### src/rtl/rfid_frame_tag_matcher_top_assert.svh
// ----------------------------------------------------------------------------
// Assertion macros for the RFID frame tag matcher
// Clocked, reset-qualified assertion forms used at the end of the top level.
// ----------------------------------------------------------------------------
`ifndef RFID_FRAME_TAG_MATCHER_TOP_ASSERT_SVH
`define RFID_FRAME_TAG_MATCHER_TOP_ASSERT_SVH

// The consequent must hold in the same cycle as the antecedent.
`define RFID_ASSERT_SAME(lbl, clk, rst_n, ante, cons, msg) \
	lbl: assert property (@(posedge clk) disable iff (!rst_n) (ante) |-> (cons)) \
		else $error(msg);

// The consequent must hold in the cycle after the antecedent.
`define RFID_ASSERT_NEXT(lbl, clk, rst_n, ante, cons, msg) \
	lbl: assert property (@(posedge clk) disable iff (!rst_n) (ante) |=> (cons)) \
		else $error(msg);

`endif

### src/rtl/rfid_pkg.sv
// ----------------------------------------------------------------------------
// RFID frame tag matcher package
// Shared types and fixed constants of the frame matcher.
// ----------------------------------------------------------------------------
package rfid_pkg;

	typedef logic [7:0]  byte_t;
	typedef logic [47:0] half_t;
	typedef logic [63:0] apb_data_t;
	typedef logic [5:0]  apb_addr_t;
	typedef logic [2:0]  reg_idx_t;
	typedef logic [3:0]  char_cnt_t;
	typedef logic [1:0]  code_t;

	localparam byte_t     START_BYTE     = 8'h02;
	localparam byte_t     END_BYTE       = 8'h03;
	localparam int        CODE_LEN       = 12;
	localparam int        CHARS_PER_HALF = 6;
	localparam int        NUM_REGS       = 6;
	localparam int        HALF_W         = 48;
	localparam code_t     NO_TAG         = 2'd3;
	localparam code_t     CODE_NONE      = 2'd0;

	// Register indexes, taken from paddr[5:3].
	localparam reg_idx_t REG_TAG0_FIRST  = 3'd0;
	localparam reg_idx_t REG_TAG0_SECOND = 3'd1;
	localparam reg_idx_t REG_TAG1_FIRST  = 3'd2;
	localparam reg_idx_t REG_TAG1_SECOND = 3'd3;
	localparam reg_idx_t REG_TAG2_FIRST  = 3'd4;
	localparam reg_idx_t REG_TAG2_SECOND = 3'd5;

endpackage

### src/rtl/rfid_cell.sv
// ----------------------------------------------------------------------------
// RFID character cell
// Holds one character of the frame, passes it on, and compares it with tags.
// ----------------------------------------------------------------------------
module rfid_cell #(
	parameter int NUM_TAGS = 3
) (
	input  logic                  clk,
	input  logic                  shift_en,
	input  rfid_pkg::byte_t       din,
	input  rfid_pkg::byte_t       tag_byte [NUM_TAGS],
	output rfid_pkg::byte_t       dout,
	output logic [NUM_TAGS-1:0]   eq
);
	import rfid_pkg::*;

	byte_t char_q;

	// Payload register: no reset, every entry is written before a compare.
	always_ff @(posedge clk) begin
		if (shift_en) begin
			char_q <= din;
		end
	end

	assign dout = char_q;

	always_comb begin
		for (int t = 0; t < NUM_TAGS; t++) begin
			eq[t] = (char_q == tag_byte[t]);
		end
	end

endmodule

### src/rtl/rfid_cfg_regs.sv
// ----------------------------------------------------------------------------
// RFID tag register file
// APB-style register port holding the six 48-bit halves of the allowed tags.
// ----------------------------------------------------------------------------
module rfid_cfg_regs (
	input  logic                                      clk,
	input  logic                                      arst_n,
	input  logic                                      psel,
	input  logic                                      penable,
	input  logic                                      pwrite,
	input  rfid_pkg::apb_addr_t                       paddr,
	input  rfid_pkg::apb_data_t                       pwdata,
	output rfid_pkg::apb_data_t                       prdata,
	output logic                                      pready,
	output rfid_pkg::half_t [rfid_pkg::NUM_REGS-1:0]  tag_regs
);
	import rfid_pkg::*;

	half_t [NUM_REGS-1:0] tag_q;
	reg_idx_t             idx;
	logic                 wr_en;
	half_t                rd_val;

	assign idx    = paddr[5:3];
	assign wr_en  = psel && penable && pwrite;
	assign pready = 1'b1;

	always_ff @(posedge clk or negedge arst_n) begin
		if (!arst_n) begin
			tag_q <= '0;
		end else if (wr_en) begin
			case (idx)
				REG_TAG0_FIRST:  tag_q[0] <= pwdata[HALF_W-1:0];
				REG_TAG0_SECOND: tag_q[1] <= pwdata[HALF_W-1:0];
				REG_TAG1_FIRST:  tag_q[2] <= pwdata[HALF_W-1:0];
				REG_TAG1_SECOND: tag_q[3] <= pwdata[HALF_W-1:0];
				REG_TAG2_FIRST:  tag_q[4] <= pwdata[HALF_W-1:0];
				REG_TAG2_SECOND: tag_q[5] <= pwdata[HALF_W-1:0];
				default: begin
				end
			endcase
		end
	end

	always_comb begin
		case (idx)
			REG_TAG0_FIRST:  rd_val = tag_q[0];
			REG_TAG0_SECOND: rd_val = tag_q[1];
			REG_TAG1_FIRST:  rd_val = tag_q[2];
			REG_TAG1_SECOND: rd_val = tag_q[3];
			REG_TAG2_FIRST:  rd_val = tag_q[4];
			REG_TAG2_SECOND: rd_val = tag_q[5];
			default:         rd_val = '0;
		endcase
	end

	assign prdata   = {16'h0000, rd_val};
	assign tag_regs = tag_q;

endmodule

### src/rtl/rfid_frame_tag_matcher_top.sv
// ----------------------------------------------------------------------------
// RFID frame tag matcher: every received byte yields one match code transaction.
// Output valid is registered and rises in the cycle after input accept. Throughput is
// one byte per cycle, set by the single output register, unless a result is stalled.
// Reset clears frame state and tag registers and sets the last reported tag to none.
// ----------------------------------------------------------------------------
`include "rfid_frame_tag_matcher_top_assert.svh"

module rfid_frame_tag_matcher_top #(
	parameter int NUM_TAGS = 3
) (
	input  logic                 clk,
	input  logic                 arst_n,
	// Input channel: one received byte per transaction.
	input  logic                 in_valid,
	output logic                 in_stall,
	input  rfid_pkg::byte_t      rx_byte,
	// Output channel: one match code per input transaction.
	output logic                 out_valid,
	input  logic                 out_stall,
	output rfid_pkg::code_t      match_code,
	// Configuration port.
	input  logic                 psel,
	input  logic                 penable,
	input  logic                 pwrite,
	input  rfid_pkg::apb_addr_t  paddr,
	input  rfid_pkg::apb_data_t  pwdata,
	output rfid_pkg::apb_data_t  prdata,
	output logic                 pready
);
	import rfid_pkg::*;

	// The characters of a frame shift through a chain of twelve cells. A new
	// character enters the last cell, so after twelve stores cell 0 holds the
	// first character of the tag. Each cell compares its own character with
	// the matching character of every allowed tag; the per-tag results are
	// then combined across the chain to find a full match.

	half_t [NUM_REGS-1:0]  tag_regs;
	byte_t                 chain [CODE_LEN+1];
	logic [NUM_TAGS-1:0]   cell_eq [CODE_LEN];

	logic       in_frame_q;
	char_cnt_t  count_q;
	code_t      last_q;
	logic       out_valid_q;
	code_t      match_code_q;

	logic                 accept;
	logic                 store;
	logic                 finish;
	logic [NUM_TAGS-1:0]  tag_eq;
	logic                 found;
	code_t                code_c;
	code_t                next_last;

	rfid_cfg_regs u_cfg (
		.clk      (clk),
		.arst_n   (arst_n),
		.psel     (psel),
		.penable  (penable),
		.pwrite   (pwrite),
		.paddr    (paddr),
		.pwdata   (pwdata),
		.prdata   (prdata),
		.pready   (pready),
		.tag_regs (tag_regs)
	);

	// The output register parts the two sides: a new byte is taken unless a
	// finished result is still held and the consumer stalls it.
	assign in_stall = out_valid_q && out_stall;
	assign accept   = in_valid && !in_stall;

	// Inside a frame, any byte but the end byte is stored until twelve are
	// held. The byte after the twelfth closes the frame whatever its value;
	// an end byte arriving earlier aborts it.
	assign store  = in_frame_q && (rx_byte != END_BYTE) && (count_q < char_cnt_t'(CODE_LEN));
	assign finish = in_frame_q && !store && (count_q == char_cnt_t'(CODE_LEN));

	assign chain[CODE_LEN] = rx_byte;

	for (genvar k = 0; k < CODE_LEN; k++) begin : g_cell
		localparam int HALF_SEL = k / CHARS_PER_HALF;
		localparam int POS      = k % CHARS_PER_HALF;
		localparam int LSB      = (CHARS_PER_HALF - 1 - POS) * 8;

		byte_t tag_byte [NUM_TAGS];

		for (genvar t = 0; t < NUM_TAGS; t++) begin : g_tag
			assign tag_byte[t] = tag_regs[2*t + HALF_SEL][LSB +: 8];
		end

		rfid_cell #(
			.NUM_TAGS (NUM_TAGS)
		) u_cell (
			.clk      (clk),
			.shift_en (accept && store),
			.din      (chain[k+1]),
			.tag_byte (tag_byte),
			.dout     (chain[k]),
			.eq       (cell_eq[k])
		);
	end

	// A tag matches when every cell agrees with it.
	always_comb begin
		for (int t = 0; t < NUM_TAGS; t++) begin
			tag_eq[t] = 1'b1;
			for (int k = 0; k < CODE_LEN; k++) begin
				tag_eq[t] = tag_eq[t] && cell_eq[k][t];
			end
		end
	end

	// The first matching tag that is not the one reported last wins.
	always_comb begin
		found     = 1'b0;
		code_c    = CODE_NONE;
		next_last = last_q;
		if (finish) begin
			for (int t = 0; t < NUM_TAGS; t++) begin
				if (!found && tag_eq[t] && (code_t'(t) != last_q)) begin
					found     = 1'b1;
					code_c    = code_t'(t + 1);
					next_last = code_t'(t);
				end
			end
		end
	end

	always_ff @(posedge clk or negedge arst_n) begin
		if (!arst_n) begin
			in_frame_q <= 1'b0;
			count_q    <= '0;
			last_q     <= NO_TAG;
		end else if (accept) begin
			if (!in_frame_q) begin
				if (rx_byte == START_BYTE) begin
					in_frame_q <= 1'b1;
					count_q    <= '0;
				end
			end else if (store) begin
				count_q <= count_q + char_cnt_t'(1);
			end else begin
				in_frame_q <= 1'b0;
			end
			last_q <= next_last;
		end
	end

	// Output register: a held result stays until the consumer takes it.
	always_ff @(posedge clk or negedge arst_n) begin
		if (!arst_n) begin
			out_valid_q <= 1'b0;
		end else if (accept) begin
			out_valid_q <= 1'b1;
		end else if (!out_stall) begin
			out_valid_q <= 1'b0;
		end
	end

	always_ff @(posedge clk) begin
		if (accept) begin
			match_code_q <= code_c;
		end
	end

	assign out_valid  = out_valid_q;
	assign match_code = match_code_q;

	// The character count never runs past a full tag.
	`RFID_ASSERT_SAME(a_count_range, clk, arst_n, 1'b1, count_q <= char_cnt_t'(CODE_LEN),
		"character count exceeds tag length")

	// A reported match becomes the last reported tag.
	`RFID_ASSERT_NEXT(a_last_follows, clk, arst_n, accept && (code_c != CODE_NONE),
		(last_q == match_code_q - code_t'(1)) && out_valid_q,
		"last reported tag does not follow the reported match")

	// A start byte outside a frame opens a new, empty frame.
	`RFID_ASSERT_NEXT(a_frame_open, clk, arst_n, accept && !in_frame_q && (rx_byte == START_BYTE),
		in_frame_q && (count_q == '0), "start byte did not open an empty frame")

endmodule
### config.mk
export PLATFORM = sky130hd
export DESIGN_NAME = rfid_frame_tag_matcher_top
export DESIGN_NICKNAME = d
export VERILOG_FILES = /design/src/rtl/rfid_pkg.sv /design/src/rtl/rfid_cell.sv /design/src/rtl/rfid_cfg_regs.sv /design/src/rtl/rfid_frame_tag_matcher_top.sv
export VERILOG_INCLUDE_DIRS = /design/src /design/src/rtl
export SDC_FILE = /design/constraint.sdc
export NUM_CORES = 1
export LEC_CHECK = 0
export BUFFER_PORTS_ARGS = -buffer_cell sky130_fd_sc_hd__clkbuf_2
export CAP_MARGIN = 20
export CORE_MARGIN = 2
export CORE_UTILIZATION = 35
export CTS_BUF_LIST = sky130_fd_sc_hd__clkbuf_2
export CTS_CLUSTER_SIZE = 24
export DETAILED_ROUTE_END_ITERATION = 8
export MAX_ROUTING_LAYER = met4
export PLACE_DENSITY = 0.59
export SLEW_MARGIN = 0
export SYNTH_ARGS = -nofsm -noshare
export SYNTH_HDL_FRONTEND = slang
export SYNTH_SLANG_ARGS = --single-unit
### constraint.sdc
create_clock -name clk -period 4.76 [get_ports clk]
set_input_delay 0.238 -clock clk [delete_from_list [all_inputs] [get_ports clk]]
set_output_delay 0.238 -clock clk [all_outputs]
set_load 0.02 [all_outputs]
==> impl_metrics.ini, run 1 <==
[sta]
drv_slew = 0
timing_hold_violations_final = 0
final-setup-viol-count = 0
post-route-min-period_ns = 3.34
max_freq_mhz = 299
slew-limit-headroom_pct = 25.1
hold_slack_ns = 0.151
rsz0062_at_grt = no
worstMarginPinSlew_ns = 1.12
finalSetupTns_ns = 0
min_period_over_period_pct = 70.1
fin_skew_ns = 0.103

[final_layout]
final-seq-area_um2 = 10400
nNetsFinal = 1877
layout_commonest_cell = dfrtp_1
syn_to_final_growth_pct = 19.9
layout_common_cells = dfrtp_1 (294), mux2_2 (269), clkbuf_2 (269)
drive_above_1_share_pct = 31.4
multiInputGateArea_um2 = 8150
n_fill_cell = 5255
fin_cells = 2579
fin_area_um2 = 22700

[power]
power_leakage_nw = 9.71
netSwitchingFraction_pct = 35.6
p_comb_share_pct = 21.3
clock_power_share_pct = 27.8
switchingPower_mw = 3.25
cell_internal_pwr_mw = 5.87
power_mw = 9.13
pwr_density_cell_nw_per_um2 = 402
ir_drop_mv = 0.176
p_seq_share_pct = 50.9

[hold_path]
worstHoldPathCells = 6
whs_endpoint = u_cfg.tag_regs[163]$_DFFE_PN0P_
holdCritStartpoint = pwrite
hold_class = in2reg

[critical_path]
worstSetupEndpointType = flop
crit_start = g_cell[3].u_cell.dout[0]$_DFFE_PP_
crit_path_start_kind = flop
timing.reg2reg.setup_slack_ns = 1.42
r2r_cells = 8
cp.required_ns = 5.60
critPathKind = reg2reg
r2r_start = g_cell[3].u_cell.dout[0]$_DFFE_PP_
arrival_ns = 4.18
worstPathMaxFanout = 5
r2r-end = match_code[1]$_SDFFCE_PN0P_

[floorplan]
initial_utilization_pct = 35.3
core_area_um2 = 53600
fp-row-count = 85
die_h_um = 236
io_pins = 154
fp.dieW_um = 236
die-area_um2 = 55900

[run_status]
status = complete, no violations

[detailed_routing]
drc_errors = 0
via_per_inst = 5.57
wl_per_cell_um = 28.4
totalWireLength_mm = 73.3
drtIter0Drc = 1526
antenna_left = 0
dr.pass1.iters = 6
vias = 14400

[global_route]
grt_max_degree = 117
grt_use_total_pct = 27.1
antenna_found_initial = 5
grt_pass1_vias = 14400
overflow = 0
grt_pass1_wl_mm = 105

[clocking]
cts_resized = 0
cts_buffer_depth = 3
cts-root-buf = clkbuf_2
cts_made_buffers = 106
clk_latency_ns = 1.11
htree_levels = 3
cts_sinks = 394
cts_tree = yes
clkTransAtPathRegs_ns = 0.11

[placement]
port_buffers = 117
dpl.cell_count = 2249
place_hpwl_mm = 51.4
place_congestion = 0.998
placed_area_um2 = 20300

[yosys]
synth_edf_count = 98
synth_cells = 1481
synth-seq-cells = 394
ys_types = 43
ys_seq_area_share_pct = 54.7
avgSynthCellArea_um2 = 12.8
ys.flop_type = dfrtp_1
yosys_warnings = 0
synth_area_um2 = 18900
async_reset_ff_share_pct = 75.1

[flow_run]
cap_violations = 0
[Yosys cell counts, drive strengths merged, types with 10 or more instances]
cell	n	share of area [%]
o22ai	13	0.43
nor4	49	1.6
inv	48	0.95
nand4	32	1.1
xnor2	75	3.5
edfxtp	98	16
nand3	54	1.4
a2111oi	10	0.46
mux2	269	16
nor2	15	0.30
buf	31	0.97
clkbuf	49	0.97
a22oi	144	5.7
dfrtp	294	39
xor2	160	7.4
nand2b	13	0.43
nand2	31	0.62
nor2b	26	0.86
o21ai	20	0.53
[sequential cells by signal, indices dropped and copies added (netlist names)]
signal and count:
out_valid 1, count_q 4, in_frame_q 1, last_q 2, match_code 2, g_cell.u_cell.dout 96, u_cfg.tag_regs 288
[what timing repair did]
action,in CTS,in global routing
endpoints found under the hold margin,613,0
hold buffers,129,0
buffers inserted,0,0
[critical path, cell delays in order, from the launching register on]
cell and delay (ns):
edfxtp_1 0.54, nor2b_1 0.08, a2111oi_0 0.93, nand4_1 0.14, or4_1 0.57, nor4_1 0.22, buf_4 0.21, a41oi_1 0.05
nor3_1 0.33
[power groups by stage]
stage	registers (mW)	logic (mW)	clock network (mW)
floorplan	4.45	1.12	0
global placement	4.68	1.81	0
detailed placement	4.70	1.83	0
CTS	4.63	1.93	2.60
global route	4.71	2.05	2.79
finish	4.65	1.95	2.53
[cells by family (layout without fill, tap and decap cells)]
logic type / count (synthesis) / after routing / share of synthesized area (%)
buffers and inverters: 128 / 507 / 2.89
and+or+nand+nor: 237 / 237 / 6.93
DFF: 394 / 394 / 54.7
muxes: 269 / 269 / 16.0
adders and majority gates: 2 / 2 / 0.132
xor gates and xnor gates: 235 / 235 / 10.9
other: 2 / 25 / 0.0397
AOI/OAI and AO/OA: 214 / 214 / 8.39
[final cells by class]
class	count	share of cell area [%]
diodes	8	0.0883
clock buffers	153	3.38
clock inverters	40	1.07
inverters	48	0.794
multi-input cells	974	36.0
flip-flops and latches	394	45.6
well taps	696	3.84
repair buffers	266	9.22
[how the worst max path moves through the flow]
stage | end | slack, ns | depth (start not counted)
global route | match_code[1]$_SDFFCE_PN0P_ | 1.40 | 8
finish | match_code[1]$_SDFFCE_PN0P_ | 1.42 | 8
detailed placement | match_code[1]$_SDFFCE_PN0P_ | 1.69 | 8
CTS | match_code[1]$_SDFFCE_PN0P_ | 1.58 | 8
global placement | match_code[1]$_SDFFCE_PN0P_ | 1.64 | 7
floorplan | count_q[0]$_DFFE_PN0P_ | 0.96 | 6
[per-stage QoR]
step / utilization (%) / setup WS [ns]
6_report: 42.3 / 1.42
5_1_grt: 42.3 / 1.40
4_1_cts: 42.3 / 1.58
3_5_place_dp: 37.9 / 1.69
3_3_place_gp: 37.9 / 1.64
2_1_floorplan: - / 0.960
[metal layers]
layer  up-vias  wire (um)  share of wire [%]  track usage, %
met4         0       2550                3.5            9.07
met3       138       5340                7.3            5.20
li1       6137          -                  -               -
met1      7447      32000                 44            36.6
met2       649      33400                 46            41.1
met5         -          0                  0               -
No activity file was read; power rests on OpenSTA's default activity.
==> inputs of run 2 (changes only) <==
Settings changed: PLACE_DENSITY 0.59 to 0.61.
Clock period 4.76 ns to 2.8 ns, I/O delays scaled along.
==> run 2 against run 1 <==
Critical path depth fell by 1. Largest cell class unchanged. Sequential power rose by 69%. Fmax up 20%. Cell area up 4.8%. Critical path type unchanged. Clock skew fell by 0.044 ns.
==> impl_metrics.ini, run 2 (synthesis gave the netlist of run 1 again) <==
[floorplan]
fp-row-count = 85
io_pins = 154
fp.dieW_um = 236
core_area_um2 = 53600
die_h_um = 236
initial_utilization_pct = 35.3
die-area_um2 = 55900

[clocking]
cts_made_buffers = 105
clkTransAtPathRegs_ns = 0.11
cts_tree = yes
cts_buffer_depth = 3
cts_sinks = 394
cts-root-buf = clkbuf_2
clk_latency_ns = 1.15
htree_levels = 3

[critical_path]
worstPathMaxFanout = 4
r2r_start = g_cell[0].u_cell.dout[7]$_DFFE_PP_
r2r-end = match_code[1]$_SDFFCE_PN0P_
critPathKind = reg2reg
crit_path_start_kind = flop
worstSetupEndpointType = flop
crit_start = g_cell[0].u_cell.dout[7]$_DFFE_PP_
timing.reg2reg.setup_slack_ns = 0.008
r2r_cells = 7
cp.required_ns = 3.69
arrival_ns = 3.68
endpoint = match_code[1]$_SDFFCE_PN0P_

[detailed_routing]
drc_errors = 0
totalWireLength_mm = 77.9
antenna_left = 0
wl_per_cell_um = 28.9
drtIter0Drc = 1778
dr.pass1.iters = 5
vias = 15300
via_per_inst = 5.67

[run_status]
status = complete, no violations

[final_layout]
multiInputGateArea_um2 = 8190
layout_commonest_cell = dfrtp_1
layout_common_cells = dfrtp_1 (294), clkbuf_2 (293), mux2_2 (269)
syn_to_final_growth_pct = 25.7
largest_reg_flops = 288
nNetsFinal = 1992
final-seq-area_um2 = 10400
drive_above_1_share_pct = 35.9
n_fill_cell = 5117
fin_area_um2 = 23800

[power]
cell_internal_pwr_mw = 10.1
switchingPower_mw = 5.68
power_leakage_nw = 10.4
pwr_density_cell_nw_per_um2 = 663
p_seq_share_pct = 49.9
ir_drop_mv = 0.401
clock_power_share_pct = 26.3
p_comb_share_pct = 23.8
netSwitchingFraction_pct = 36.0

[sta]
max_freq_mhz = 358
finalSetupTns_ns = 0
rsz0062_at_grt = no
post-route-min-period_ns = 2.79
drv_slew = 0
setup_ws_ns = 0.00822
min_period_over_period_pct = 99.7
timing_hold_violations_final = 0
fin_skew_ns = 0.0588
slew-limit-headroom_pct = 50.9
final-setup-viol-count = 0
worstMarginPinSlew_ns = 0.734

[placement]
place_hpwl_mm = 54.7
placed_area_um2 = 21300
dpl_worst_slack_ns = 0.0509
place_congestion = 1.05
port_buffers = 117

[hold_path]
hold_class = in2async

[global_route]
antenna_found_initial = 5
grt_pass1_vias = 15000
overflow = 0
grt_use_total_pct = 28.5
grt_max_degree = 68
grt_pass1_wl_mm = 111

[flow_run]
cap_violations = 0
-- run 2: cell count changes in the layout (fill, tap and decap cells not counted), sizes merged --
cell         previous run  this run
clkbuf                269       293
dlygate4sd3           128       137
bufinv                  3         0
clkinvlp                1         0
clkinv                 36        15
buf                    22       129
inv                    48        50
-- run 2: area by class of cell --
class | instances | area share, %
multi-input combinational | 974 | 34.4
inverter | 48 | 0.758
tap | 696 | 3.66
clock buffer | 177 | 3.73
sequential | 394 | 43.5
clock inverter | 17 | 0.268
antenna | 8 | 0.0842
timing repair buffer | 382 | 13.5
-- run 2: worst min path at each step --
stage | cells after the start | slack, ns | from | end
CTS | 4 | 0.09 | arst_n | u_cfg.tag_regs[12]$_DFFE_PN0P_
finish | 4 | 0.15 | arst_n | u_cfg.tag_regs[150]$_DFFE_PN0P_
detailed placement | 1 | 0.18 | arst_n | count_q[2]$_DFFE_PN0P_
global route | 4 | 0.10 | arst_n | u_cfg.tag_regs[131]$_DFFE_PN0P_
global placement | 1 | 0.18 | arst_n | u_cfg.tag_regs[4]$_DFFE_PN0P_
floorplan | 0 | -0.16 | arst_n | count_q[0]$_DFFE_PN0P_
-- run 2: stage by stage --
step                cells  total power, mW  utilization, %  hold WS (ns)
detailed placement   2353             11.4            39.8         0.180
finish               2696             15.8            44.3         0.151
global placement     2353             11.3            39.8         0.178
global route         2696             16.4            44.3         0.105
CTS                  2687             15.7            44.2        0.0886
floorplan            1496             9.46               -        -0.156
-- run 2: timing repair --
| action | in CTS | in global routing |
|---|---|---|
| endpoints found under the setup margin | 2 | 4 |
| hold buffers | 138 | 0 |
| setup buffers | 2 | 1 |
| pin swaps | 0 | 1 |
| hold endpoints to repair | 642 | 0 |
| gates resized for setup | 1 | 9 |
-- run 2: power by group through the flow --
stage               clock network [mW]  registers [mW]  logic [mW]
finish                            4.14            7.87        3.75
global route                      4.55            7.96        3.90
CTS                               4.22            7.84        3.67
detailed placement                   0            7.96        3.47
global placement                     0            7.92        3.43
floorplan                            0            7.56        1.91
-- run 2: critical path, stage by stage, from the launching register on --
cell and delay [ns]:
edfxtp_1 0.48, nor2b_1 0.21, a2111oi_1 0.45, nand4_1 0.16, or4_1 0.49, or4_4 0.58
inv_1 0.10, nor3_1 0.06
-- run 2: routing by layer --
metal | vias up | GRT usage [%] | routed length (um)
met5 | - | - | 0
met4 | 0 | 9.00 | 2570
met3 | 138 | 4.69 | 5980
met2 | 868 | 44.4 | 36400
met1 | 7909 | 38.2 | 32900
li1 | 6363 | - | -
